**src/rtl/ffha_pkg.sv**
```systemverilog
// Shared types, constants and codes for the first-fit heap allocator.
// No dependencies; ffha_round and the top level refer to it by scoped names.
package ffha_pkg;

  // Field widths
  localparam int ADDR_W = 21;
  localparam int NEED_W = 22;

  // Default geometry
  localparam int DEF_MAX_SEGMENTS = 64;
  localparam int DEF_HEADER_BYTES = 24;
  localparam int DEF_ALIGN_BYTES  = 8;

  // Heap size register limits and reset value
  localparam logic [ADDR_W-1:0] HEAP_MIN   = 21'd64;
  localparam logic [ADDR_W-1:0] HEAP_MAX   = 21'd1048576;
  localparam logic [ADDR_W-1:0] HEAP_RESET = 21'd65536;

  // Request kinds
  localparam logic [1:0] REQ_ALLOC   = 2'd0;
  localparam logic [1:0] REQ_FREE    = 2'd1;
  localparam logic [1:0] REQ_REALLOC = 2'd2;

  // Result status codes
  localparam logic [1:0] ST_OK     = 2'd0;
  localparam logic [1:0] ST_NOFIT  = 2'd1;
  localparam logic [1:0] ST_BADADR = 2'd2;

  // One segment table entry
  typedef struct packed {
    logic [ADDR_W-1:0] off;
    logic [ADDR_W-1:0] size;
    logic              free;
  } entry_t;

  // Result of the rounding unit
  typedef struct packed {
    logic              done;
    logic [NEED_W-1:0] need;
  } rnd_res_t;

endpackage

```
**src/rtl/ffha_ram.sv**
```systemverilog
// Generic single-write, single-read RAM with a registered read port.
// No dependencies.
module ffha_ram #(
  parameter int WIDTH = 8,
  parameter int DEPTH = 16
) (
  input  logic                     clk,
  input  logic                     we,
  input  logic [$clog2(DEPTH)-1:0] waddr,
  input  logic [WIDTH-1:0]         wdata,
  input  logic [$clog2(DEPTH)-1:0] raddr,
  output logic [WIDTH-1:0]         rdata
);

  logic [WIDTH-1:0] mem [DEPTH];

  // Write port and registered read
  always_ff @(posedge clk) begin
    if (we) begin
      mem[waddr] <= wdata;
    end
    rdata <= mem[raddr];
  end

endmodule

```
**src/rtl/ffha_round.sv**
```systemverilog
// Round-up of a request size to the alignment, result registered in the cycle after start.
// ALIGN_BYTES is a power of two, so the round-up is an add and a mask. Depends on ffha_pkg.
module ffha_round #(
  parameter int ALIGN_BYTES = ffha_pkg::DEF_ALIGN_BYTES
) (
  input  logic                          clk,
  input  logic                          rst_n,
  input  logic                          start,
  input  logic [ffha_pkg::ADDR_W-1:0]   req,
  output ffha_pkg::rnd_res_t            res
);

  localparam int NW = ffha_pkg::NEED_W;
  localparam logic [NW-1:0] LOW_MASK = NW'(ALIGN_BYTES - 1);

  logic [NW-1:0]                sum;
  logic [NW-1:0]                need_r;
  logic                         done_r;

  // Add alignment minus one, then clear the low bits
  assign sum = {1'b0, req} + LOW_MASK;

  // Capture on start, pulse done the cycle after
  always_ff @(posedge clk) begin
    if (!rst_n) begin
      done_r <= 1'b0;
    end else begin
      done_r <= start;
      if (start) begin
        need_r <= sum & ~LOW_MASK;
      end
    end
  end

  assign res.done = done_r;
  assign res.need = need_r;

endmodule

```
**src/rtl/first_fit_heap_allocator.sv**
```systemverilog
// Top level: first-fit heap allocator with coalescing over a segment table RAM.
// Depends on ffha_pkg, ffha_ram and ffha_round.
//
//  channel | direction | handshake          | payload
//  in_     | input     | in_valid/in_stall  | req_type, request_size, payload_address
//  out_    | output    | out_valid/out_stall| status, result_address, copy_length
//  cfg_    | input     | cfg_valid/cfg_ready| heap_bytes write data
//
// A request takes a size rounding step, then a read and a check step per table entry
// walked by each search, plus a read and a write step per entry moved by a split or a
// merge, the split writes, the neighbor reads and merge write-back, and an output step;
// the one-write, one-read segment RAM read/modify/write sequence sets these steps.
// Reset and every heap size write rewrite entry 0 in the S_INIT step.
// A finished result waits in the output register; the next beat is taken meanwhile.
module first_fit_heap_allocator #(
  parameter int MAX_SEGMENTS = ffha_pkg::DEF_MAX_SEGMENTS,
  parameter int HEADER_BYTES = ffha_pkg::DEF_HEADER_BYTES,
  parameter int ALIGN_BYTES  = ffha_pkg::DEF_ALIGN_BYTES
) (
  input  logic                        clk,
  input  logic                        rst_n,
  input  logic                        in_valid,
  output logic                        in_stall,
  input  logic [1:0]                  in_req_type,
  input  logic [ffha_pkg::ADDR_W-1:0] in_request_size,
  input  logic [ffha_pkg::ADDR_W-1:0] in_payload_address,
  output logic                        out_valid,
  input  logic                        out_stall,
  output logic [1:0]                  out_status,
  output logic [ffha_pkg::ADDR_W-1:0] out_result_address,
  output logic [ffha_pkg::ADDR_W-1:0] out_copy_length,
  input  logic                        cfg_valid,
  output logic                        cfg_ready,
  input  logic [ffha_pkg::ADDR_W-1:0] cfg_data
);

  localparam int AW = ffha_pkg::ADDR_W;
  localparam int NW = ffha_pkg::NEED_W;
  localparam int CW = $clog2(MAX_SEGMENTS + 1);
  localparam int IW = $clog2(MAX_SEGMENTS);
  localparam int EW = $bits(ffha_pkg::entry_t);

  typedef enum logic [4:0] {
    S_INIT, S_IDLE, S_RND, F_RD, F_CHK, A_RD, A_CHK, SH_RD, SH_WR,
    SP_W1, SP_W2, A_DONE, M_RDP, M_RDN, M_CAP, M_WB, MS_RD, MS_WR, S_OUT
  } state_t;

  state_t               state_r;
  logic [AW-1:0]        heap_r;
  logic [1:0]           kind_r;
  logic [AW-1:0]        req_r, addr_r;
  logic [NW-1:0]        need_r;
  logic [CW-1:0]        cnt_r, idx_r, ai_r, fi_r, base_r, j_r;
  logic [1:0]           k_r;
  logic [AW-1:0]        ho_r, hs_r, fo_r, fs_r, po_r, ps_r, ns_r;
  logic                 split_r, pf_r, nf_r;
  logic [1:0]           st_r;
  logic [AW-1:0]        res_r, copy_r;
  logic                 out_valid_r;
  logic [1:0]           out_status_r;
  logic [AW-1:0]        out_res_r, out_copy_r;

  ffha_pkg::entry_t     rd, wdata;
  logic [EW-1:0]        rdata_raw;
  logic                 we;
  logic [CW-1:0]        waddr_full, raddr_full;
  logic                 in_acc, cfg_acc;
  logic [AW-1:0]        cfg_clamped;
  ffha_pkg::rnd_res_t   rnd;
  logic                 hit, split_ok, match;
  logic                 m_pf;
  logic [CW-1:0]        m_base;
  logic [NW-1:0]        m_size;
  logic [1:0]           m_k;

  assign in_acc    = in_valid && !in_stall;
  assign cfg_acc   = cfg_valid && cfg_ready;
  assign cfg_ready = (state_r == S_IDLE);
  assign in_stall  = (state_r != S_IDLE) || cfg_valid;
  assign rd        = ffha_pkg::entry_t'(rdata_raw);

  assign cfg_clamped = (cfg_data < ffha_pkg::HEAP_MIN) ? ffha_pkg::HEAP_MIN :
                       (cfg_data > ffha_pkg::HEAP_MAX) ? ffha_pkg::HEAP_MAX : cfg_data;

  // Entry tests on the read data
  assign hit      = rd.free && ({1'b0, rd.size} >= need_r);
  assign split_ok = ((NW+1)'(rd.size) >= (NW+1)'(need_r) + (NW+1)'(HEADER_BYTES)
                     + (NW+1)'(ALIGN_BYTES)) && (cnt_r < CW'(MAX_SEGMENTS));
  assign match    = !rd.free && ((NW'(rd.off) + NW'(HEADER_BYTES)) == {1'b0, addr_r});

  // Merge arithmetic around the freed entry
  assign m_pf   = pf_r;
  assign m_base = m_pf ? fi_r - 1'b1 : fi_r;
  assign m_size = NW'(fs_r) + (m_pf ? NW'(ps_r) + NW'(HEADER_BYTES) : '0)
                + (nf_r ? NW'(ns_r) + NW'(HEADER_BYTES) : '0);
  assign m_k    = {1'b0, pf_r} + {1'b0, nf_r};

  // Drive RAM ports per sequencer step
  always_comb begin
    we         = 1'b0;
    waddr_full = '0;
    wdata      = '0;
    raddr_full = '0;
    unique case (state_r)
      S_INIT: begin
        we         = 1'b1;
        wdata.off  = '0;
        wdata.size = (heap_r > AW'(HEADER_BYTES)) ? heap_r - AW'(HEADER_BYTES) : '0;
        wdata.free = 1'b1;
      end
      F_RD, A_RD: raddr_full = idx_r;
      A_CHK: begin
        if (hit && !split_ok) begin
          we         = 1'b1;
          waddr_full = idx_r;
          wdata      = rd;
          wdata.free = 1'b0;
        end
      end
      SH_RD: raddr_full = j_r;
      SH_WR: begin
        we         = 1'b1;
        waddr_full = j_r + 1'b1;
        wdata      = rd;
      end
      SP_W1: begin
        we         = 1'b1;
        waddr_full = ai_r;
        wdata.off  = ho_r;
        wdata.size = need_r[AW-1:0];
        wdata.free = 1'b0;
      end
      SP_W2: begin
        we         = 1'b1;
        waddr_full = ai_r + 1'b1;
        wdata.off  = AW'(NW'(ho_r) + NW'(HEADER_BYTES) + need_r);
        wdata.size = AW'(NW'(hs_r) - need_r - NW'(HEADER_BYTES));
        wdata.free = 1'b1;
      end
      M_RDP: raddr_full = fi_r - 1'b1;
      M_RDN: raddr_full = fi_r + 1'b1;
      M_WB: begin
        we         = 1'b1;
        waddr_full = m_base;
        wdata.off  = m_pf ? po_r : fo_r;
        wdata.size = m_size[AW-1:0];
        wdata.free = 1'b1;
      end
      MS_RD: raddr_full = j_r + CW'(k_r);
      MS_WR: begin
        we         = 1'b1;
        waddr_full = j_r;
        wdata      = rd;
      end
      default: ;
    endcase
  end

  ffha_ram #(
    .WIDTH (EW),
    .DEPTH (MAX_SEGMENTS)
  ) u_ram (
    .clk   (clk),
    .we    (we),
    .waddr (waddr_full[IW-1:0]),
    .wdata (wdata),
    .raddr (raddr_full[IW-1:0]),
    .rdata (rdata_raw)
  );

  ffha_round #(
    .ALIGN_BYTES (ALIGN_BYTES)
  ) u_round (
    .clk   (clk),
    .rst_n (rst_n),
    .start (in_acc),
    .req   (in_request_size),
    .res   (rnd)
  );

  // Sequencer, table count and output register
  always_ff @(posedge clk) begin
    if (!rst_n) begin
      state_r     <= S_INIT;
      heap_r      <= ffha_pkg::HEAP_RESET;
      cnt_r       <= CW'(1);
      out_valid_r <= 1'b0;
    end else begin
      if (out_valid_r && !out_stall && state_r != S_OUT) begin
        out_valid_r <= 1'b0;
      end
      unique case (state_r)
        S_INIT: begin
          cnt_r   <= CW'(1);
          state_r <= S_IDLE;
        end
        S_IDLE: begin
          if (cfg_acc) begin
            heap_r  <= cfg_clamped;
            state_r <= S_INIT;
          end else if (in_acc) begin
            kind_r  <= in_req_type;
            req_r   <= in_request_size;
            addr_r  <= in_payload_address;
            st_r    <= ffha_pkg::ST_OK;
            res_r   <= '0;
            copy_r  <= '0;
            idx_r   <= '0;
            state_r <= S_RND;
          end
        end
        // dispatch once the rounded size is known
        S_RND: begin
          if (rnd.done) begin
            need_r <= rnd.need;
            case (kind_r)
              ffha_pkg::REQ_ALLOC: state_r <= A_RD;
              ffha_pkg::REQ_FREE:  state_r <= (addr_r == '0) ? S_OUT : F_RD;
              ffha_pkg::REQ_REALLOC: state_r <= (addr_r == '0) ? A_RD : F_RD;
              default: state_r <= S_OUT;
            endcase
          end
        end
        F_RD: begin
          if (idx_r == cnt_r) begin
            st_r    <= ffha_pkg::ST_BADADR;
            state_r <= S_OUT;
          end else begin
            state_r <= F_CHK;
          end
        end
        F_CHK: begin
          if (match) begin
            fi_r <= idx_r;
            fo_r <= rd.off;
            fs_r <= rd.size;
            if (kind_r == ffha_pkg::REQ_FREE) begin
              state_r <= M_RDP;
            end else if (rd.size >= req_r) begin
              res_r   <= addr_r;
              state_r <= S_OUT;
            end else begin
              idx_r   <= '0;
              state_r <= A_RD;
            end
          end else begin
            idx_r   <= idx_r + 1'b1;
            state_r <= F_RD;
          end
        end
        A_RD: begin
          if (idx_r == cnt_r) begin
            st_r    <= ffha_pkg::ST_NOFIT;
            state_r <= S_OUT;
          end else begin
            state_r <= A_CHK;
          end
        end
        A_CHK: begin
          if (hit) begin
            ho_r    <= rd.off;
            hs_r    <= rd.size;
            ai_r    <= idx_r;
            split_r <= split_ok;
            j_r     <= cnt_r - 1'b1;
            state_r <= split_ok ? SH_RD : A_DONE;
          end else begin
            idx_r   <= idx_r + 1'b1;
            state_r <= A_RD;
          end
        end
        // open a slot after the hit entry
        SH_RD: state_r <= (j_r <= ai_r) ? SP_W1 : SH_WR;
        SH_WR: begin
          j_r     <= j_r - 1'b1;
          state_r <= SH_RD;
        end
        SP_W1: state_r <= SP_W2;
        SP_W2: begin
          cnt_r   <= cnt_r + 1'b1;
          state_r <= A_DONE;
        end
        A_DONE: begin
          res_r <= AW'(ho_r + AW'(HEADER_BYTES));
          if (kind_r == ffha_pkg::REQ_REALLOC && addr_r != '0) begin
            copy_r  <= fs_r;
            fi_r    <= (split_r && ai_r < fi_r) ? fi_r + 1'b1 : fi_r;
            state_r <= M_RDP;
          end else begin
            state_r <= S_OUT;
          end
        end
        // fetch neighbors of the freed entry
        M_RDP: state_r <= M_RDN;
        M_RDN: begin
          pf_r    <= (fi_r != '0) && rd.free;
          po_r    <= rd.off;
          ps_r    <= rd.size;
          state_r <= M_CAP;
        end
        M_CAP: begin
          nf_r    <= ((fi_r + 1'b1) < cnt_r) && rd.free;
          ns_r    <= rd.size;
          state_r <= M_WB;
        end
        M_WB: begin
          base_r  <= m_base;
          k_r     <= m_k;
          j_r     <= m_base + 1'b1;
          state_r <= (m_k == '0) ? S_OUT : MS_RD;
        end
        // close the gap left by merged entries
        MS_RD: begin
          if ((j_r + CW'(k_r)) >= cnt_r) begin
            cnt_r   <= cnt_r - CW'(k_r);
            state_r <= S_OUT;
          end else begin
            state_r <= MS_WR;
          end
        end
        MS_WR: begin
          j_r     <= j_r + 1'b1;
          state_r <= MS_RD;
        end
        S_OUT: begin
          if (!out_valid_r || !out_stall) begin
            out_valid_r  <= 1'b1;
            out_status_r <= st_r;
            out_res_r    <= res_r;
            out_copy_r   <= copy_r;
            state_r      <= S_IDLE;
          end
        end
        default: state_r <= S_IDLE;
      endcase
    end
  end

  assign out_valid          = out_valid_r;
  assign out_status         = out_status_r;
  assign out_result_address = out_res_r;
  assign out_copy_length    = out_copy_r;

  // Table count stays within its bounds
  a_cnt_range: assert property (@(posedge clk) disable iff (!rst_n)
    (cnt_r >= CW'(1)) && (cnt_r <= CW'(MAX_SEGMENTS)))
    else $error("segment count out of range");

  // A result appears only from the output step
  a_out_src: assert property (@(posedge clk) disable iff (!rst_n)
    $rose(out_valid_r) |-> $past(state_r == S_OUT))
    else $error("result raised outside output step");

  // A failed or flagged request returns no address
  a_fail_null: assert property (@(posedge clk) disable iff (!rst_n)
    out_valid_r && (out_status_r != ffha_pkg::ST_OK) |-> (out_res_r == '0))
    else $error("failed request returned an address");

  // Rounding finishes only while the sequencer waits for it
  a_rnd_wait: assert property (@(posedge clk) disable iff (!rst_n)
    rnd.done |-> (state_r == S_RND))
    else $error("rounding result with no waiting request");

  // A base-entry rewrite merges at most two neighbors
  a_merge_k: assert property (@(posedge clk) disable iff (!rst_n)
    (state_r == MS_RD) |-> (k_r != 2'd0) && (k_r <= 2'd2) && (base_r < cnt_r))
    else $error("bad merge count");

endmodule
```
**config.mk**
```make
export PLATFORM = sky130hd
export DESIGN_NAME = first_fit_heap_allocator
export DESIGN_NICKNAME = d
export VERILOG_FILES = /design/src/rtl/ffha_pkg.sv /design/src/rtl/ffha_ram.sv /design/src/rtl/ffha_round.sv /design/src/rtl/first_fit_heap_allocator.sv
export SDC_FILE = /design/constraint.sdc
export NUM_CORES = 2
export LEC_CHECK = 0
export BUFFER_PORTS_ARGS = -buffer_cell sky130_fd_sc_hd__buf_4
export CELL_PAD_IN_SITES_DETAIL_PLACEMENT = 1
export CELL_PAD_IN_SITES_GLOBAL_PLACEMENT = 1
export CORE_MARGIN = 1
export CORE_UTILIZATION = 45
export DETAILED_ROUTE_END_ITERATION = 7
export MAX_ROUTING_LAYER = met4
export PLACE_DENSITY = 0.65
export SETUP_SLACK_MARGIN = 0.05
export SLEW_MARGIN = 20
export SYNTH_ARGS = -nofsm -noshare
export SYNTH_HDL_FRONTEND = slang
export SYNTH_SLANG_ARGS = --single-unit
```
**constraint.sdc**
```tcl
create_clock -name clk -period 8.5 [get_ports clk]
set_input_delay 1.7 -clock clk [delete_from_list [all_inputs] [get_ports clk]]
set_output_delay 1.7 -clock clk [all_outputs]
set_load 0.01 [all_outputs]
```
Yosys cells after proc, flatten, opt, wreduce, memory -nomap -nowiden

Memories as Yosys holds them, arrays and structs flattened. A register that Yosys moved wholly into a read port is not among the register bits.
Cells that the tools add are included.

Magnitude comparators: 11
Mux-type cells: 66
Equality and inequality tests: 41
Bitwise operators: 1
Add/subtract/negate cells: 26
Reductions and logical operators: 53

Operator list:

| kind                                               | count |
|---|---|
| one-hot mux 43 bit (6 select lines)                | 1 |
| two-way mux 21 bit                                 | 12 |
| one-hot mux 5 bit (18 select lines)                | 1 |
| adder 21 x 5 -> 21 bit, second input constant      | 4 |
| two-way mux 7 bit                                  | 12 |
| adder 21 bit                                       | 3 |
| one-hot mux 21 bit (3 select lines)                | 1 |
| two-way mux 5 bit                                  | 11 |
| two-way mux 43 bit                                 | 1 |
| one-hot mux 21 bit (2 select lines)                | 1 |
| one-hot mux 7 bit (3 select lines)                 | 2 |
| subtractor 21 x 5 -> 21 bit, second input constant | 2 |
| == test 5 x 4 -> 1 bit, second input constant      | 8 |
| one-hot mux 6 bit (6 select lines)                 | 1 |
| adder 7 x 1 -> 7 bit, second input constant        | 5 |
| one-hot mux 6 bit (5 select lines)                 | 1 |
| one-hot mux 7 bit (4 select lines)                 | 1 |
| != test 2 bit, second input constant               | 12 |
| adder 22 x 5 -> 23 bit, second input constant      | 1 |
| adder 23 x 4 -> 23 bit, second input constant      | 1 |
| greater-or-equal comparator 21 x 23 -> 1 bit       | 1 |
| adder 21 x 3 -> 22 bit, second input constant      | 1 |
| adder 21 x 5 -> 22 bit, second input constant      | 1 |
| == test 22 x 21 -> 1 bit                           | 1 |
| other kinds (56)                                   | 113 |

Memories: 1
Bits in registers: 385
Logic and storage cells: 230
Output and inout bits: 47
RAM bits: 2752

Memory list:

| name      | depth | bits a word | read ports | clocked after Yosys merged registers in | wr ports | line           | source |
|---|---|---|---|---|---|---|---|
| u_ram.mem | 64    | 43          | 1          | 1                                       | 1        | ffha_ram.sv:15 | `logic [WIDTH-1:0] mem [DEPTH];` |

Logic depth before layout (Yosys ltp)

Depth in word-level cells: 10
Gate-level depth with buffers: 18
Gate-level depth less buffers: 17

Hierarchy

From an unflattened synthesis, not the netlist that was laid out.

Cell total of the unflattened synthesis: 6746
Area total of the unflattened synthesis: 129905.8 um^2

Modules (own cells, without submodules):

| module                   | times used | sequential area each (um^2) | cells each | area each (um^2) |
|---|---|---|---|---|
| ffha_ram                 | 1          | 83500.1                     | 4428       | 105299.7 |
| first_fit_heap_allocator | 1          | 10710.3                     | 2243       | 23618.9 |
| ffha_round               | 1          | 590.6                       | 75         | 987.2 |

Worst setup path before layout

No wires, ideal clock.

Path type: register -> register
From: register pf_r, in the netlist m_pf
To: memory u_ram.mem[0][21] (netlist bit), data pin
Path slack: 2324 ps
Setup time: 542 ps
Data arrival time: 5634 ps
Path buffers: 2
Data required time: 7958 ps
Period minus slack after synthesis: 6176 ps
Cell stages (with the launch flop): 14
Cell sequence: edfxtp_1 > buf_1 > buf_1 > clkinv_1 > nor3_1 > fa_1 > ha_1 > a2111o_1 > a21oi_1 > o31ai_1 > o41ai_1 > o21ai_0 > xnor2_1 > o211ai_1

Cells in the longest elaborated chain, start to end: 4

RTL lines:

| what                                | line                            | source |
|---|---|---|
| start, declared                     | first_fit_heap_allocator.sv:56  | `logic split_r, pf_r, nf_r;` |
| start signal, assigned              | first_fit_heap_allocator.sv:296 | `pf_r <= (fi_r != '0) && rd.free;` |
| two-way mux 21 bit                  | first_fit_heap_allocator.sv:94  | `assign m_size = NW'(fs_r) + (m_pf ? NW'(ps_r) + NW'(HEADER_BYTES) : '0)` |
| adder 21 bit                        | first_fit_heap_allocator.sv:94  |  |
| adder 21 bit                        | first_fit_heap_allocator.sv:95  | `+ (nf_r ? NW'(ns_r) + NW'(HEADER_BYTES) : '0);` |
| one-hot mux 43 bit (6 select lines) | first_fit_heap_allocator.sv:104 | `unique case (state_r)` |
| net u_ram.wdata[21]                 | ffha_ram.sv:10                  | `input logic [WIDTH-1:0] wdata,` |
| end, declared                       | ffha_ram.sv:15                  |  |

The timed path passes the listed nets, and every way through them passes these cells.

Worst setup path after layout

From: register need_r[7]
To: memory u_ram.mem[28][24] (netlist bit), enable pin

Cells in the longest elaborated chain, start to end: 10
Elaborated cells on any way between the ends: 14

RTL lines:

| what                                         | line                            | source |
|---|---|---|
| start, declared                              | first_fit_heap_allocator.sv:52  | `logic [NW-1:0] need_r;` |
| start signal, assigned                       | first_fit_heap_allocator.sv:215 | `need_r <= rnd.need;` |
| adder 22 x 5 -> 23 bit                       | first_fit_heap_allocator.sv:87  | `assign split_ok = ((NW+1)'(rd.size) >= (NW+1)'(need_r) + (NW+1)'(HEADER_BYTES)` |
| adder 23 x 4 -> 23 bit                       | first_fit_heap_allocator.sv:88  | `+ (NW+1)'(ALIGN_BYTES)) && (cnt_r < CW'(MAX_SEGMENTS));` |
| greater-or-equal comparator 21 x 23 -> 1 bit | first_fit_heap_allocator.sv:87  |  |
| logical AND 1 bit                            | first_fit_heap_allocator.sv:88  |  |
| logical NOT 1 bit                            | first_fit_heap_allocator.sv:113 | `if (hit && !split_ok) begin` |
| logical AND 1 bit (*)                        | first_fit_heap_allocator.sv:113 |  |
| two-way mux 1 bit                            | first_fit_heap_allocator.sv:113 |  |
| one-hot mux 1 bit (2 select lines)           | first_fit_heap_allocator.sv:104 |  |
| two-way mux 1 bit                            | ffha_ram.sv:19                  | `if (we) begin` |
| two-way mux 1 bit (not written as such)      | ffha_ram.sv:20                  | `mem[waddr] <= wdata;` |

Every way passes the cells marked *; elsewhere a longest branch is shown, timed or not.

==> impl_metrics.yaml <==
worst_hold_path:
  whs_path_depth: 0
  holdCritStartpoint: "copy_r[1]"
  hold_class: "reg2reg"
  min_to: "out_copy_length[1]"
clocking:
  cts.path.max_buffers: 4
  cts_sinks: 3180
  cts_hold_buf: 0
  clk_latency_ns: 0.94
  cts_made_buffers: 335
  cts_resized: 0
  tritoncts: "built"
  path_clk_slew_ns: 0.06
  clockRootBuffer: "clkbuf_16"
  cts_max_level: 5
  post-cts-setup-buffers: 0
synth:
  netlist_area_um2: 129000
  yosys_warnings: 0
  ys_seq_elements: 3180
  async_flop_share_pct: 0
  syn-mean-instance-area_um2: 19.3
  ys_seq_area_share_pct: 73.2
  syn-num-nets: 6999
  syn_inst: 6712
  yosysUniqueCellTypes: 87
  ys.flop_type: "edfxtp_1"
  synth_edf_count: 3102
drt:
  vias: 68500
  first_iter_violations: 7686
  postRouteAntennaNets: 0
  detail_route.wl_per_cell_um: 34.1
  postRouteWirelength_mm: 379
  first_pass_iters: 6
  drt_drc_violations_left: 0
  viasPerCell: 6.17
floorplan:
  rows: 196
  dieHeight_um: 538
  die_area_um2: 290000
  die-width_um: 538
  start_util_pct: 45.3
  coreArea_um2: 286000
  ioPinCount: 117
outcome:
  status: "complete, no violations"
setup_path:
  r2r_slack_ns: 1.63
  rr_worst_depth: 15
  start_kind: "flop"
  crit_top_cell: "nand3_1"
  cp.buffers_inverters: 1
  required_ns: 9.07
  r2r-start: "need_r[7]"
  critical_path.cell_chain: "nand3_1, nor2_1, nand4_1, nor3_1, xnor2_1, ha_1, a21oi_1, o21ai_0, a2111oi_0, a211oi_1, o21ai_1, a31o_2, nand3_1, nor2_4, buf_4"
  cp_slowest_cell: "nor2_4"
  crit_path_end_kind: "flop"
  cpPeakStageDelay_ns: 0.96
  crit_fanout: 23
  crit_family: "simple AND/OR/NAND/NOR gates"
  cp.arrival_ns: 7.44
  worstSetupPathType: "reg2reg"
  r2r-end: "u_ram.mem[28][24]"
global_route:
  grt.overflow.total: 0
  grt_use_total_pct: 26.8
  grt_pass1_vias: 70100
  antenna_found_initial: 38
  grt_pass1_wl_mm: 537
  grt_max_degree: 100
sta:
  tns_ns: 0
  timing.final.crit_share_pct: 80.8
  finalSetupViolations: 0
  relSlewSlack_pct: 18.9
  fmax_ghz: 0.146
  min_period_ns: 6.87
  rsz0062_at_grt: "no"
  worstMarginPinSlew_ns: 1.22
  skew_ns: 0.0769
  report.final.slew_viol_count: 0
  worst_slack_ns: 1.63
  finalHoldViolCount: 0
cells_and_area:
  nFillCells: 25400
  nets: 7344
  reg.largest.list: "u_ram.mem x2752, u_ram.rdata x43"
  area_growth_pct: 13.9
  largest_reg_flops: 2752
  top_register: "u_ram.mem"
  drive_gt1_share_pct: 22.7
power_and_ir_drop:
  p_leak_nw: 45.3
  power.density_nw_per_um2: 227
  p_total_mw: 33.5
  irDropWorstVdd_uv: 188
run:
  cap_violations: 0
placement:
  io_buffers: 116
  dp.final_hpwl_mm: 243
  gp_congestion: 0.890
  place_ws_ns: 1.68
per-layer routing:
layer  track usage, %  wire length (µm)
met4             7.10             10000
met1             36.3            156000
met2             43.0            188000
met5                -                 0
met3             3.37             25400
area by class of cell:
type                       instances  area, µm²  area share (%)
multi-input combinational       3053      33700            22.8
sequential                      3180      94700            64.2
clock buffer                     411       8820            5.98
timing repair buffer             331       2760            1.87
antenna                           18       45.0          0.0305
tap                             3762       4710            3.19
clock inverter                   204       2190            1.48
inverter                         156        586           0.397
kinds of logic (layout without fill, tap and decap cells):
kind of cell	after synthesis	after routing	share of synthesized area [%]
AOI/OAI and AO/OA	753	753	4.15
other	0	18	0
xor gates and xnor gates	200	200	1.36
muxes	927	927	13.8
and+or+nand+nor	955	955	3.69
buffers and inverters	479	1102	1.55
adders and majority gates	218	218	2.24
DFF	3180	3180	73.2
synthesized netlist by cell type, drive strengths merged (8+ instances only):
master / count / area [µm²]
edfxtp: 3102 / 93100
mux4: 688 / 15500
nand2: 242 / 908
nor2: 232 / 878
mux2i: 229 / 2290
a22oi: 222 / 1670
ha: 193 / 2410
clkbuf: 162 / 608
buf: 161 / 818
inv: 150 / 563
xnor2: 114 / 998
nand3: 113 / 566
a21oi: 108 / 556
o21ai: 107 / 536
xor2: 85 / 744
dfxtp: 78 / 1560
nor3: 63 / 320
and3: 51 / 319
and4: 37 / 324
nand4: 36 / 225
a32oi: 35 / 307
o211ai: 35 / 263
nor2b: 32 / 200
or3: 32 / 200
a21o: 29 / 218
and2: 24 / 150
fa: 24 / 480
nand2b: 24 / 150
a222oi: 23 / 230
a211oi: 20 / 150
nor4: 19 / 119
a31oi: 18 / 113
a221o: 17 / 170
o21a: 16 / 120
a21boi: 14 / 105
o211a: 13 / 130
o22ai: 13 / 81.3
or4: 11 / 82.6
mux2: 10 / 113
o31ai: 10 / 75.1
o221ai: 9 / 78.8
o31a: 8 / 70.1
worst max path at each step:
stage	startpoint	end	slack [ns]	cells past startpoint
5_1_grt	need_r[7]	u_ram.mem[24][1]	1.23	15
2_1_floorplan	m_pf	u_ram.mem[0][21]	2.32	13
3_3_place_gp	need_r[5]	u_ram.mem[28][24]	1.73	15
6_report	need_r[7]	u_ram.mem[28][24]	1.63	15
3_5_place_dp	need_r[5]	u_ram.mem[28][24]	1.68	15
4_1_cts	need_r[7]	u_ram.mem[28][1]	1.61	15
layout by cell type (no fill, tap or decap), types with 18 or more instances in the layout:
master,n
edfxtp_1,3102
nor2_4,71
a211oi_1,19
dfxtp_1,78
a222oi_1,23
nor2_1,159
or3_1,32
a22oi_1,222
nand3_1,109
a32oi_1,35
clkinv_2,58
a21oi_1,106
clkinv_1,72
nand2b_1,24
clkbuf_1,65
buf_12,21
mux4_2,688
inv_1,150
o211ai_1,35
ha_1,193
xnor2_1,114
and4_1,37
and3_1,47
clkbuf_16,339
diode_2,18
xor2_1,85
buf_4,309
nor4_1,19
bufinv_16,37
nand2_1,234
nor2b_1,31
nor3_1,53
mux2i_1,229
a21o_1,29
fa_1,24
nand4_1,36
o21ai_0,99
power breakdown:
group | switching, mW | internal [mW]
Combinational | 0.930 | 0.273
Sequential | 0.105 | 17.5
Clock | 6.21 | 8.55
Total | 7.24 | 26.3
per-stage QoR:
step	cells	hold slack [ns]	instance area [µm²]	utilization, %
6_report	11100	0.401	147000	51.6
5_1_grt	11100	0.387	147000	51.6
4_1_cts	11100	0.384	147000	51.6
3_5_place_dp	10500	0.406	136000	47.7
3_3_place_gp	10500	0.402	136000	47.7
2_1_floorplan	6712	0.400	129000	-
Power figures use the tool's default switching activity.
